===== src/hw/rtl/hmbs_pkg.sv =====
// shared types and constants for the heightmap bilinear sampler
// no dependencies; imported by the bank, the lerp unit and the top level
package hmbs_pkg;

    localparam int HEIGHT_W = 24;
    localparam int ALT_W    = 8;
    localparam int SCALE_W  = 16;
    localparam int POS_W    = 32;
    localparam int NUM_BANKS = 4;

    localparam logic [SCALE_W-1:0] SCALE_RESET = 16'd1;

    typedef enum logic
    {
        OP_WRITE  = 1'b0,
        OP_SAMPLE = 1'b1
    } op_t;

    // load enables for the two register stages of one lerp unit
    typedef struct packed
    {
        logic mul_en;
        logic sum_en;
    } lerp_ctl_t;

endpackage


===== src/hw/rtl/hmbs_lerp.sv =====
// two-stage linear blend ((2^tb - off) * a + off * b) >> tb
// stage one holds the two products, stage two the shifted sum; uses hmbs_pkg
module hmbs_lerp #(
    parameter int TILE_BITS = 10
) (
    input  logic                          clk,
    input  hmbs_pkg::lerp_ctl_t           ctl,
    input  logic [hmbs_pkg::HEIGHT_W-1:0] a,
    input  logic [hmbs_pkg::HEIGHT_W-1:0] b,
    input  logic [TILE_BITS-1:0]          off,
    output logic [hmbs_pkg::HEIGHT_W-1:0] y
);
    import hmbs_pkg::*;

    localparam int WT_W = TILE_BITS + 1;
    localparam int PROD_W = HEIGHT_W + WT_W;
    localparam logic [WT_W-1:0] TILE_SIZE = WT_W'(1) << TILE_BITS;

    logic [WT_W-1:0]     wt_a;
    logic [PROD_W-1:0]   pa_next;
    logic [PROD_W-1:0]   pb_next;
    logic [PROD_W-1:0]   pa_reg;
    logic [PROD_W-1:0]   pb_reg;
    logic [PROD_W:0]     sum;
    logic [HEIGHT_W-1:0] y_next;
    logic [HEIGHT_W-1:0] y_reg;

    always_comb
    begin
        wt_a    = TILE_SIZE - {1'b0, off};
        pa_next = PROD_W'(wt_a) * PROD_W'(a);
        pb_next = PROD_W'(off) * PROD_W'(b);
        sum     = {1'b0, pa_reg} + {1'b0, pb_reg};
        // result never exceeds max(a, b), so the slice loses nothing
        y_next  = sum[TILE_BITS +: HEIGHT_W];
    end

    always_ff @(posedge clk)
    begin
        if (ctl.mul_en)
        begin
            pa_reg <= pa_next;
            pb_reg <= pb_next;
        end
        if (ctl.sum_en)
        begin
            y_reg <= y_next;
        end
    end

    assign y = y_reg;

endmodule


===== config.mk =====
export PLATFORM = sky130hd
export DESIGN_NAME = hmbs_lerp
export DESIGN_NICKNAME = d
export VERILOG_FILES = /design/src/hw/rtl/hmbs_pkg.sv /design/src/hw/rtl/hmbs_lerp.sv
export SDC_FILE = /design/constraint.sdc
export NUM_CORES = 1
export LEC_CHECK = 0
export ABC_AREA = 0
export ABC_CLOCK_PERIOD_IN_PS = 16600
export BUFFER_PORTS_ARGS = -buffer_cell sky130_fd_sc_hd__clkbuf_2
export CELL_PAD_IN_SITES_DETAIL_PLACEMENT = 1
export CELL_PAD_IN_SITES_GLOBAL_PLACEMENT = 2
export CORE_MARGIN = 8
export CORE_UTILIZATION = 45
export DETAILED_ROUTE_END_ITERATION = 8
export PLACE_DENSITY = 0.89
export RECOVER_POWER = 25
export SETUP_SLACK_MARGIN = 0.3
export SYNTH_ARGS = -nofsm -noshare
export SYNTH_HDL_FRONTEND = slang
export SYNTH_SLANG_ARGS = --single-unit

===== constraint.sdc =====
create_clock -name clk -period 16.6 [get_ports clk]
set_input_delay 3.32 -clock clk [delete_from_list [all_inputs] [get_ports clk]]
set_output_delay 3.32 -clock clk [all_outputs]
set_load 0.005 [all_outputs]

==> summary.txt, run 1 <==
Timing
  • Fin crit share: 68.5%
  • Setup TNS: 0 ps
  • Worst-margin pin slew: 2280 ps
  • Setup Viol. Count Final: 0
  • Final slew viol count: 76
  • Max transition margin: -51.9%
  • Final Hold Fails: 0
  • Final clock skew: 6.44 ps
  • Min Tclk post-route: 11,370 ps
  • RSZ-0062 raised after global routing: false
  • Fmax: 0.0879 GHz

Die
  • Row count: 76
  • Die ar.: 0.0502 mm²
  • Core area: 0.0429 mm²
  • Die Height: 224 µm
  • Die Span X: 224 µm
  • Starting Density: 45.4%
  • I/O pins: 85

Logic synthesis
  • Unique masters post-synth: 64
  • Main flop type after synthesis: edfxtp_1
  • Synth area leaders: fa_1 38%, edfxtp_1 14%, ha_1 11%
  • Synth top cells by count: 370 x fa_1, 352 x inv_1, 330 x nand2_1, 196 x and2_1, 172 x ha_1
  • Most common cell in the netlist: fa_1
  • Post-Syn Area: 0.0195 mm²
  • Post-Syn Instances: 2,055
  • Yosys reg bits: 92
  • Post-synth top area cell: fa_1
  • Top-area cell type share of the netlist area: 38.0%
  • Warnings, synthesis: 0
  • Net Count, Synth: 2,658
  • Ys async rst share: 0%
  • Number of flops mapped to enable cells by yosys: 92
  • Sequential area share after synthesis: 14.2%
  • Avg Synthesized Cell Area: 9.48 µm²

Clocking
  • Clock sink count: 92
  • CTS Hold Bufs: 0
  • CTS Buf Count: 9
  • Post_cts resized: 0
  • Longest Clk Path Bufs: 2
  • Clock Latency Late Sink: 350 ps
  • TritonCTS clock tree: yes
  • Clk slew on worst S/H paths: 60 ps
  • Root Buffer: clkbuf_16
  • H-tree depth: 3
  • Post-CTS Setup Inserts: 0

Worst setup path
  • Slowest cell on crit path: clkbuf_1
  • Max incr delay on CP: 1610 ps
  • Worst Path Required: 16,690 ps
  • Reg-to-reg slack, setup: 13,170 ps
  • Crit Path Max Fanout: 50
  • Cell repeated most along the worst path: fa_1
  • Worst Setup Start Kind: input pin
  • WP data arrival: 11,470 ps
  • Critical path capture point type: flip-flop
  • Worst setup path class: in -> reg

Pwr
  • Lkg Pwr: 9.98 nW
  • IR drop worst, VDD: 126 µV
  • Pwr Density: 217 mW/mm²

Cells and area
  • Antenna cells: 0
  • Post-route design area: 0.0206 mm²
  • Share of cells above drive strength 1: 6.06%
  • Synth-to-Final Area Change: 5.71%
  • Final #Nets: 2,662

Hold path
  • Hold crit path type: reg -> reg

Placed design
  • GP Congestion: 0.848
  • I/O Buffers: 84
  • Post-Place Cell Area: 0.0204 mm²
  • DP Wirelength: 41.1 mm

Routing
  • Avg WL per Cell: 19.2 µm
  • DRC viols: 0
  • DR pass1 iterations: 4
  • Initial DRC count: 674
  • Vias: 14,200
  • Post-Route WL: 50.9 mm
  • Post-DR vias/cell: 5.37
  • Routed Antenna Nets: 0

GRT
  • First-pass GRT wire length: 85.8 mm
  • Global Route Usage Sum: 21.3%
  • Initial antenna violation count: 1
  • Number of global-route vias before repair: 16,800
  • Total gr overflow: 0
  • Largest net degree at the start of global routing: 69

Run status
  • Failing checks: max-capacitance violations, max-slew violations
  • Outcome: finished with violations

Job
  • Max-cap viol count: 2
==> final timing paths <==
| path | cells past startpoint | startpoint | endpoint |
|---|---|---|---|
| setup / recovery | 25 | off[0] | pa_reg[31]$_DFFE_PP_ |
| hold / removal | 3 | pb_reg[23]$_DFFE_PP_ | y[13]$_DFFE_PP_ |
| setup reg to reg | 10 | pa_reg[13]$_DFFE_PP_ | y[21]$_DFFE_PP_ |
| hold reg to reg | 3 | pb_reg[23]$_DFFE_PP_ | y[13]$_DFFE_PP_ |
==> metrics by stage <==
stage / std cells / power [mW] / hold slack [ps] / worst slack (ps) / util, %
floorplan: 2055 / 3.37 / 623 / 7120 / -
global placement: 2633 / 4.15 / 703 / 5890 / 47.5
global route: 2648 / 4.96 / 751 / 4550 / 48.0
detailed placement: 2633 / 4.29 / 719 / 5490 / 47.5
CTS: 2648 / 4.51 / 727 / 5900 / 48.1
finish: 2648 / 4.46 / 740 / 5230 / 48.0
==> power by group <==
part           internal [mW]  total, mW  leakage, nW  switching (mW)
Sequential             0.580      0.628        0.899          0.0479
Combinational           1.57       3.65         8.96            2.08
Clock                 0.0999      0.186        0.124          0.0862
Total                   2.25       4.46         9.98            2.21
==> logic make-up (layout without fill, tap and decap cells) <==
kind of cell	count (synthesis)	in the layout	synth area share, %
buf+inv	452	460	8.71
compound gates	218	218	7.65
xor+xnor	86	86	3.87
flops	92	92	14.2
fa+ha+maj	542	542	49.1
simple gates	665	665	16.6
==> layout make-up <==
cell class | count | area [µm²]
fill | 4867 | 22300
multi-input combinational | 1511 | 15000
sequential | 92 | 2760
inverter | 352 | 1320
tap | 585 | 732
timing repair buffer | 93 | 480
clock buffer | 10 | 229
clock inverter | 5 | 30.0
==> critical path: cells and delay by family <==
kind / cells / cell delay (ps)
compound gates: 4 / 1100
xor+xnor: 2 / 340
fa+ha+maj: 7 / 3280
buf+inv: 5 / 2300
simple gates: 7 / 1080
==> placed cells by master (no fill, tap or decap), types with 34 or more instances in the layout <==
cell type / instances
nor2_1: 50
fa_1: 370
xnor2_1: 61
a21oi_1: 63
ha_1: 172
a21o_1: 34
and2_1: 195
nand2_1: 330
clkbuf_2: 80
inv_1: 352
edfxtp_1: 92
==> layer usage <==
layer | track usage, % | share of wire, %
met5 | 0 | 0.026
met4 | 4.25 | 1.9
met3 | 3.02 | 3.8
met2 | 39.0 | 52
met1 | 26.3 | 42
No activity file was read; power rests on OpenSTA's default activity.
==> inputs of run 2 (changes only) <==
- ABC_AREA: 0 -> 1
- ABC_CLOCK_PERIOD_IN_PS: 16600 -> 9850
- CORE_UTILIZATION: 45 -> 35
- PLACE_DENSITY: 0.89 -> 0.8
- clock period: 16.6 -> 9.85 ns (I/O delays scaled with it)
==> summary.txt, run 2 <==
Logic synthesis
  • Top-area cell type share of the netlist area: 34.5% (-3.6 points)
  • Number of flops mapped to enable cells by yosys: 92 (unchanged)
  • Synth top cells by count: 881 x nand2_1, 653 x inv_1, 370 x fa_1, 217 x nor2_1, 172 x ha_1
  • Yosys reg bits: 92 (unchanged)
  • Post-synth top area cell: fa_1
  • Sequential area share after synthesis: 12.8% (-1.3 points)
  • Avg Synthesized Cell Area: 7.53 µm² (-21%)
  • Net Count, Synth: 3,458 (+30%)
  • Main flop type after synthesis: edfxtp_1
  • Unique masters post-synth: 37 (-42%)
  • Synth area leaders: fa_1 34%, nand2_1 15%, edfxtp_1 13%
  • Post-Syn Instances: 2,855 (+39%)
  • Post-Syn Area: 0.0215 mm² (+10%)
  • Warnings, synthesis: 0 (unchanged)
  • Ys async rst share: 0% (unchanged)
  • Most common cell in the netlist: nand2_1

Clocking
  • Clock sink count: 92 (unchanged)
  • Post-CTS Setup Inserts: 0 (unchanged)
  • Post_cts resized: 0 (unchanged)
  • CTS Hold Bufs: 0 (unchanged)
  • CTS Buf Count: 9 (unchanged)
  • Clk slew on worst S/H paths: 60 ps (about the same)
  • H-tree depth: 3 (unchanged)
  • Root Buffer: clkbuf_16
  • TritonCTS clock tree: yes
  • Clock Latency Late Sink: 360 ps (about the same)
  • Longest Clk Path Bufs: 2 (unchanged)

Timing
  • Final clock skew: 13.4 ps (+6.91 ps)
  • Fin crit share: 86.8%
  • RSZ-0062 raised after global routing: false
  • Hold_ws: 795 ps (+55.5 ps)
  • Final slew viol count: 69 (-9.2%)
  • Min Tclk post-route: 8550 ps
  • Final Hold Fails: 0 (unchanged)
  • Max transition margin: -144% (-92 points)
  • Fmax: 0.117 GHz
  • Worst-margin pin slew: 3650 ps (+1380 ps)
  • Setup TNS: 0 ps (unchanged)
  • Setup Viol. Count Final: 0 (unchanged)

GRT
  • Total gr overflow: 0 (unchanged)
  • Largest net degree at the start of global routing: 69 (unchanged)
  • Number of global-route vias before repair: 20,100 (+19%)
  • Global Route Usage Sum: 19.1% (-2.2 points)
  • Initial antenna violation count: 0 (-1)
  • First-pass GRT wire length: 107 mm (+25%)

Worst setup path
  • Worst Setup Start Kind: input pin
  • Crit Path Max Fanout: 27 (-46%)
  • Worst Path Required: 9930 ps (-6760 ps)
  • Critical path startpoint: off[0]
  • R2r startpoint: pa_reg[32]$_DFFE_PP_
  • Reg-to-reg slack, setup: 7540 ps (-5630 ps)
  • Worst setup path class: in -> reg
  • WP data arrival: 8640 ps (-2830 ps)
  • Critical path capture point type: flip-flop

Placed design
  • I/O Buffers: 84 (unchanged)
  • DP Wirelength: 56.4 mm (+37%)
  • GP Congestion: 0.846 (-0.31%)
  • Post-placement cell count: 3,646 (+38%)

Routing
  • Routed Antenna Nets: 0 (unchanged)
  • Post-DR vias/cell: 4.86 (-9.6%)
  • DRC viols: 0 (unchanged)
  • Initial DRC count: 796 (+18%)
  • Avg WL per Cell: 17.8 µm (-7.6%)
  • DR pass1 iterations: 5 (+1)
  • Vias: 17,800 (+25%)
  • Post-Route WL: 65.0 mm (+28%)

Die
  • Die Height: 264 µm (+18%)
  • Die ar.: 0.0696 mm² (+39%)
  • Die Span X: 264 µm (+18%)
  • Row count: 91 (+20%)
  • Starting Density: 35.1% (-10 points)
  • Core area: 0.0613 mm² (+43%)
  • I/O pins: 85 (unchanged)

Cells and area
  • Commonest non-fill, non-tap cells in the layout: 881 x nand2_1, 653 x inv_1, 370 x fa_1
  • Most common cell after layout, fill and taps aside: nand2_1
  • Synth-to-Final Area Change: 6.29%
  • Antenna cells: 0 (unchanged)
  • Final #Nets: 3,470 (+30%)
  • Final core utilization: 37.3% (-11 points)
  • Share of cells above drive strength 1: 4.53% (-1.5 points)
  • Layout Cells excl Fill: 3,661 (+38%)

Hold path
  • HP Start: pb_reg[31]$_DFFE_PP_
  • Hold crit path type: reg -> reg

Run status
  • Outcome: finished with violations
  • Failing checks: max-capacitance violations, max-slew violations

Job
  • Max-cap viol count: 1 (-1)
-- run 2: path summary, 6_finish.rpt --
check / end / depth (start not counted)
worst max-delay path: pa_reg[25]$_DFFE_PP_ / 25
worst min-delay path: y[21]$_DFFE_PP_ / 3
worst max register to register: y[23]$_DFFE_PP_ / 8
worst min register to register: y[21]$_DFFE_PP_ / 3
-- run 2: worst max-delay path: stages --
cell,delay [ps]
clkbuf_1,1000
inv_1,130
ha_1,270
nand2_1,120
nor2_2,60
nand2_1,110
or2_1,160
nand2_1,70
buf_4,200
inv_1,390
nand2_1,150
fa_1,540
inv_1,60
fa_1,560
fa_1,430
fa_1,510
fa_1,420
ha_1,410
nand2_1,150
nor2_1,250
nand2_1,140
inv_1,90
nand3_1,160
nand4_1,140
nand2_1,110
-- run 2: routing by layer --
layer  global-route usage (%)  up-vias  wire length, µm
met5                        0        -                0
met4                     4.40        0             1350
met3                     1.37       65             1930
met2                     32.8      275            30900
met1                     26.2     8974            30800
li1                         -     8478                -
-- run 2: layout make-up --
class / instances / area (µm²)
fill: 7628 / 38400
clock buffer: 9 / 225
sequential: 92 / 2760
clock inverter: 6 / 46.3
timing repair buffer: 92 / 474
tap: 790 / 988
inverter: 656 / 2460
multi-input combinational: 2016 / 15900
-- run 2: per-stage QoR --
stage          area, µm²  setup slack [ps]
2_1_floorplan      21500              2230
3_3_place_gp       22600              1510
3_5_place_dp       22600              1390
4_1_cts            22900              1800
5_1_grt            22900               854
6_report           22900              1300
-- run 2: cells by family after synthesis --
kind of cell,after synthesis,synth area share [%]
adders and majority gates,542,44.5
DFF,92,12.8
xor gates and xnor gates,42,1.71
buffers and inverters,747,13.2
and+or+nand+nor,1246,23.1
AOI/OAI and AO/OA,186,4.69
Power of run 2 is left out: the tool's default activity adds up to more than one toggle a clock period on the data nets, which glitch-free logic cannot reach.
==> inputs of run 3 (changes only) <==
- ABC_AREA: 1 -> default
- CORE_UTILIZATION: 35 -> 38
==> summary.txt, run 3 (synthesis gave the netlist of run 1 again) <==
Run status
  • Outcome: finished with violations
  • Failing checks: max-capacitance violations, max-slew violations

Timing
  • Max transition margin: -152% (-7.9 points)
  • Fmax: 0.116 GHz (-1.1%)
  • RSZ-0062 raised after global routing: false
  • Hold_ws: 710 ps (-85.6 ps)
  • Setup TNS: 0 ps (unchanged)
  • Min Tclk post-route: 8650 ps (+91.6 ps)
  • Fin crit share: 87.8% (+0.93 points)
  • Final slew viol count: 94 (+36%)
  • Worst-margin pin slew: 3770 ps (+119 ps)
  • Final Hold Fails: 0 (unchanged)
  • Setup Viol. Count Final: 0 (unchanged)
  • Final clock skew: 10.1 ps (-3.26 ps)

GRT
  • Global Route Usage Sum: 18.0% (-1.1 points)
  • Initial antenna violation count: 5 (+5)
  • Number of global-route vias before repair: 16,400 (-18%)
  • First-pass GRT wire length: 85.6 mm (-20%)
  • Total gr overflow: 0 (unchanged)
  • Largest net degree at the start of global routing: 69 (unchanged)

Pwr
  • IR drop worst, VDD: 188 µV
  • Internal power: 3.82 mW
  • Flop pwr share: 14.0%
  • Comb pwr share: 81.4%
  • Psw: 3.72 mW
  • Clock power frac: 4.6%
  • Switching Share: 49.4%
  • Lkg Pwr: 10.0 nW
  • Pwr Density: 362 mW/mm²
  • Power, Total: 7.54 mW

Clocking
  • TritonCTS clock tree: yes
  • H-tree depth: 3 (unchanged)
  • CTS Hold Bufs: 0 (unchanged)
  • CTS Buf Count: 9 (unchanged)
  • Longest Clk Path Bufs: 2 (unchanged)
  • Post_cts resized: 0 (unchanged)
  • Clock Latency Late Sink: 350 ps (about the same)
  • Clk slew on worst S/H paths: 70 ps (about the same)
  • Clock sink count: 92 (unchanged)
  • Post-CTS Setup Inserts: 0 (unchanged)
  • Root Buffer: clkbuf_16

Cells and area
  • Share of cells above drive strength 1: 6.66% (+2.1 points)
  • Most common cell after layout, fill and taps aside: fa_1
  • Antenna cells: 0 (unchanged)
  • Synth-to-Final Area Change: 6.97%
  • Final #Nets: 2,671 (-23%)
  • Layout Cells excl Fill: 2,753 (-25%)
  • Filler instances: 5,882 (-23%)
  • Sequential cell area: 0.00276 mm² (unchanged)
  • Commonest non-fill, non-tap cells in the layout: 370 x fa_1, 352 x inv_1, 330 x nand2_1
  • Multi-input gate area: 0.0151 mm² (-5.2%)
  • Post-route design area: 0.0208 mm² (-8.8%)

Routing
  • Post-Route WL: 51.5 mm (-21%)
  • Vias: 14,100 (-21%)
  • Routed Antenna Nets: 0 (unchanged)
  • Initial DRC count: 593 (-26%)
  • Avg WL per Cell: 18.7 µm (+5.4%)
  • Post-DR vias/cell: 5.11 (+5.1%)
  • DR pass1 iterations: 4 (-1)
  • DRC viols: 0 (unchanged)

Worst setup path
  • R2r startpoint: pa_reg[4]$_DFFE_PP_
  • Worst setup path class: in -> reg
  • Cells on worst reg2reg path: 10 (+2)
  • Max incr delay on CP: 590 ps (-410 ps)
  • Slowest cell on crit path: or3_1
  • Critical path startpoint: off[2]
  • Critical path capture point type: flip-flop
  • WP data arrival: 8750 ps (+110 ps)
  • Worst Setup Start Kind: input pin
  • Critical-path cell list: clkbuf_2 > nor2_1 > nand3_1 > or3_1 > nor4_1 > xnor2_2 > nand2_1 > fa_1 > fa_1 > inv_1 > fa_1 > fa_1 > fa_1 > ha_1 > a21o_1 > a21o_1 > a21o_2 > a31o_2 > o2111ai_1 > a21oi_1 > a211o_1 > a21oi_1 > xnor2_1
  • Worst Path Required: 9950 ps (+20 ps)
  • Crit Path Max Fanout: 14 (-48%)
  • Cell repeated most along the worst path: fa_1

Hold path
  • Hold crit path type: reg -> reg
  • HP Start: pa_reg[33]$_DFFE_PP_
  • Worst hold stages: 2 (-1)

Die
  • Row count: 83 (-8.8%)
  • Die Height: 242 µm (-8.1%)
  • Starting Density: 38.2% (+3.1 points)
  • I/O pins: 85 (unchanged)
  • Die ar.: 0.0588 mm² (-16%)
  • Die Span X: 242 µm (-8.1%)
  • Core area: 0.0510 mm² (-17%)

Placed design
  • Post-placement cell count: 2,737 (-25%)
  • GP Congestion: 0.815 (-3.7%)
  • DP Wirelength: 42.3 mm (-25%)
  • Post-Place Cell Area: 0.0206 mm² (-9.0%)
  • I/O Buffers: 84 (unchanged)

Job
  • Max-cap viol count: 2 (+1)
## run 3: changes by cell type in the layout (fill, tap and decap cells not counted), sizes merged, moves of 13 or more
cell and change:
a21o +34, a21oi -37, xor2 -16, nand3 -74, and3 +21, nand2 -553, xnor2 +60, inv -307
and2 +192, o21ai -25, nor2 -179, a211oi +13
## run 3: final timing paths
| path | to | slack, ps |
|---|---|---|
| max | pa_reg[33]$_DFFE_PP_ | 1200 |
| min | y[23]$_DFFE_PP_ | 710 |
| max reg2reg | y[21]$_DFFE_PP_ | 6480 |
| min reg2reg | y[23]$_DFFE_PP_ | 710 |
## run 3: final cells by class
type,count,area share [%]
tap,680,4.08
multi-input combinational,1511,72.3
clock buffer,9,1.08
clock inverter,7,0.360
timing repair buffer,102,2.60
sequential,92,13.3
inverter,352,6.34
## run 3: worst max-delay path: cells and delay by family
kind / cells / cell delay (ps)
AOI/OAI and AO/OA: 8 / 1850
xor gates and xnor gates: 2 / 360
adders and majority gates: 6 / 2720
buffers and inverters: 2 / 140
and+or+nand+nor: 5 / 1710
## run 3: layer usage
layer	vias to the layer above	global-route usage [%]	wire length, µm
met4	2	3.32	850
li1	6403	-	-
met1	7388	22.6	22500
met5	-	0	13
met3	61	2.12	1390
met2	201	32.9	26800
## run 3: power groups by stage
stage                     clock network (mW)  logic [mW]  registers, mW
after floorplan                            0        4.64           1.03
after global placement                     0        6.00           1.06
after detailed placement                   0        6.16           1.06
after CTS                              0.356        6.22           1.06
after global routing                   0.369        6.98           1.07
final                                  0.349        6.14           1.05
## run 3: per-stage QoR
stage / utilization [%] / setup WS, ps
2_1_floorplan: - / 1720
6_report: 40.9 / 1200
4_1_cts: 40.9 / 1270
3_5_place_dp: 40.3 / 887
5_1_grt: 40.9 / 937
3_3_place_gp: 40.3 / 1020
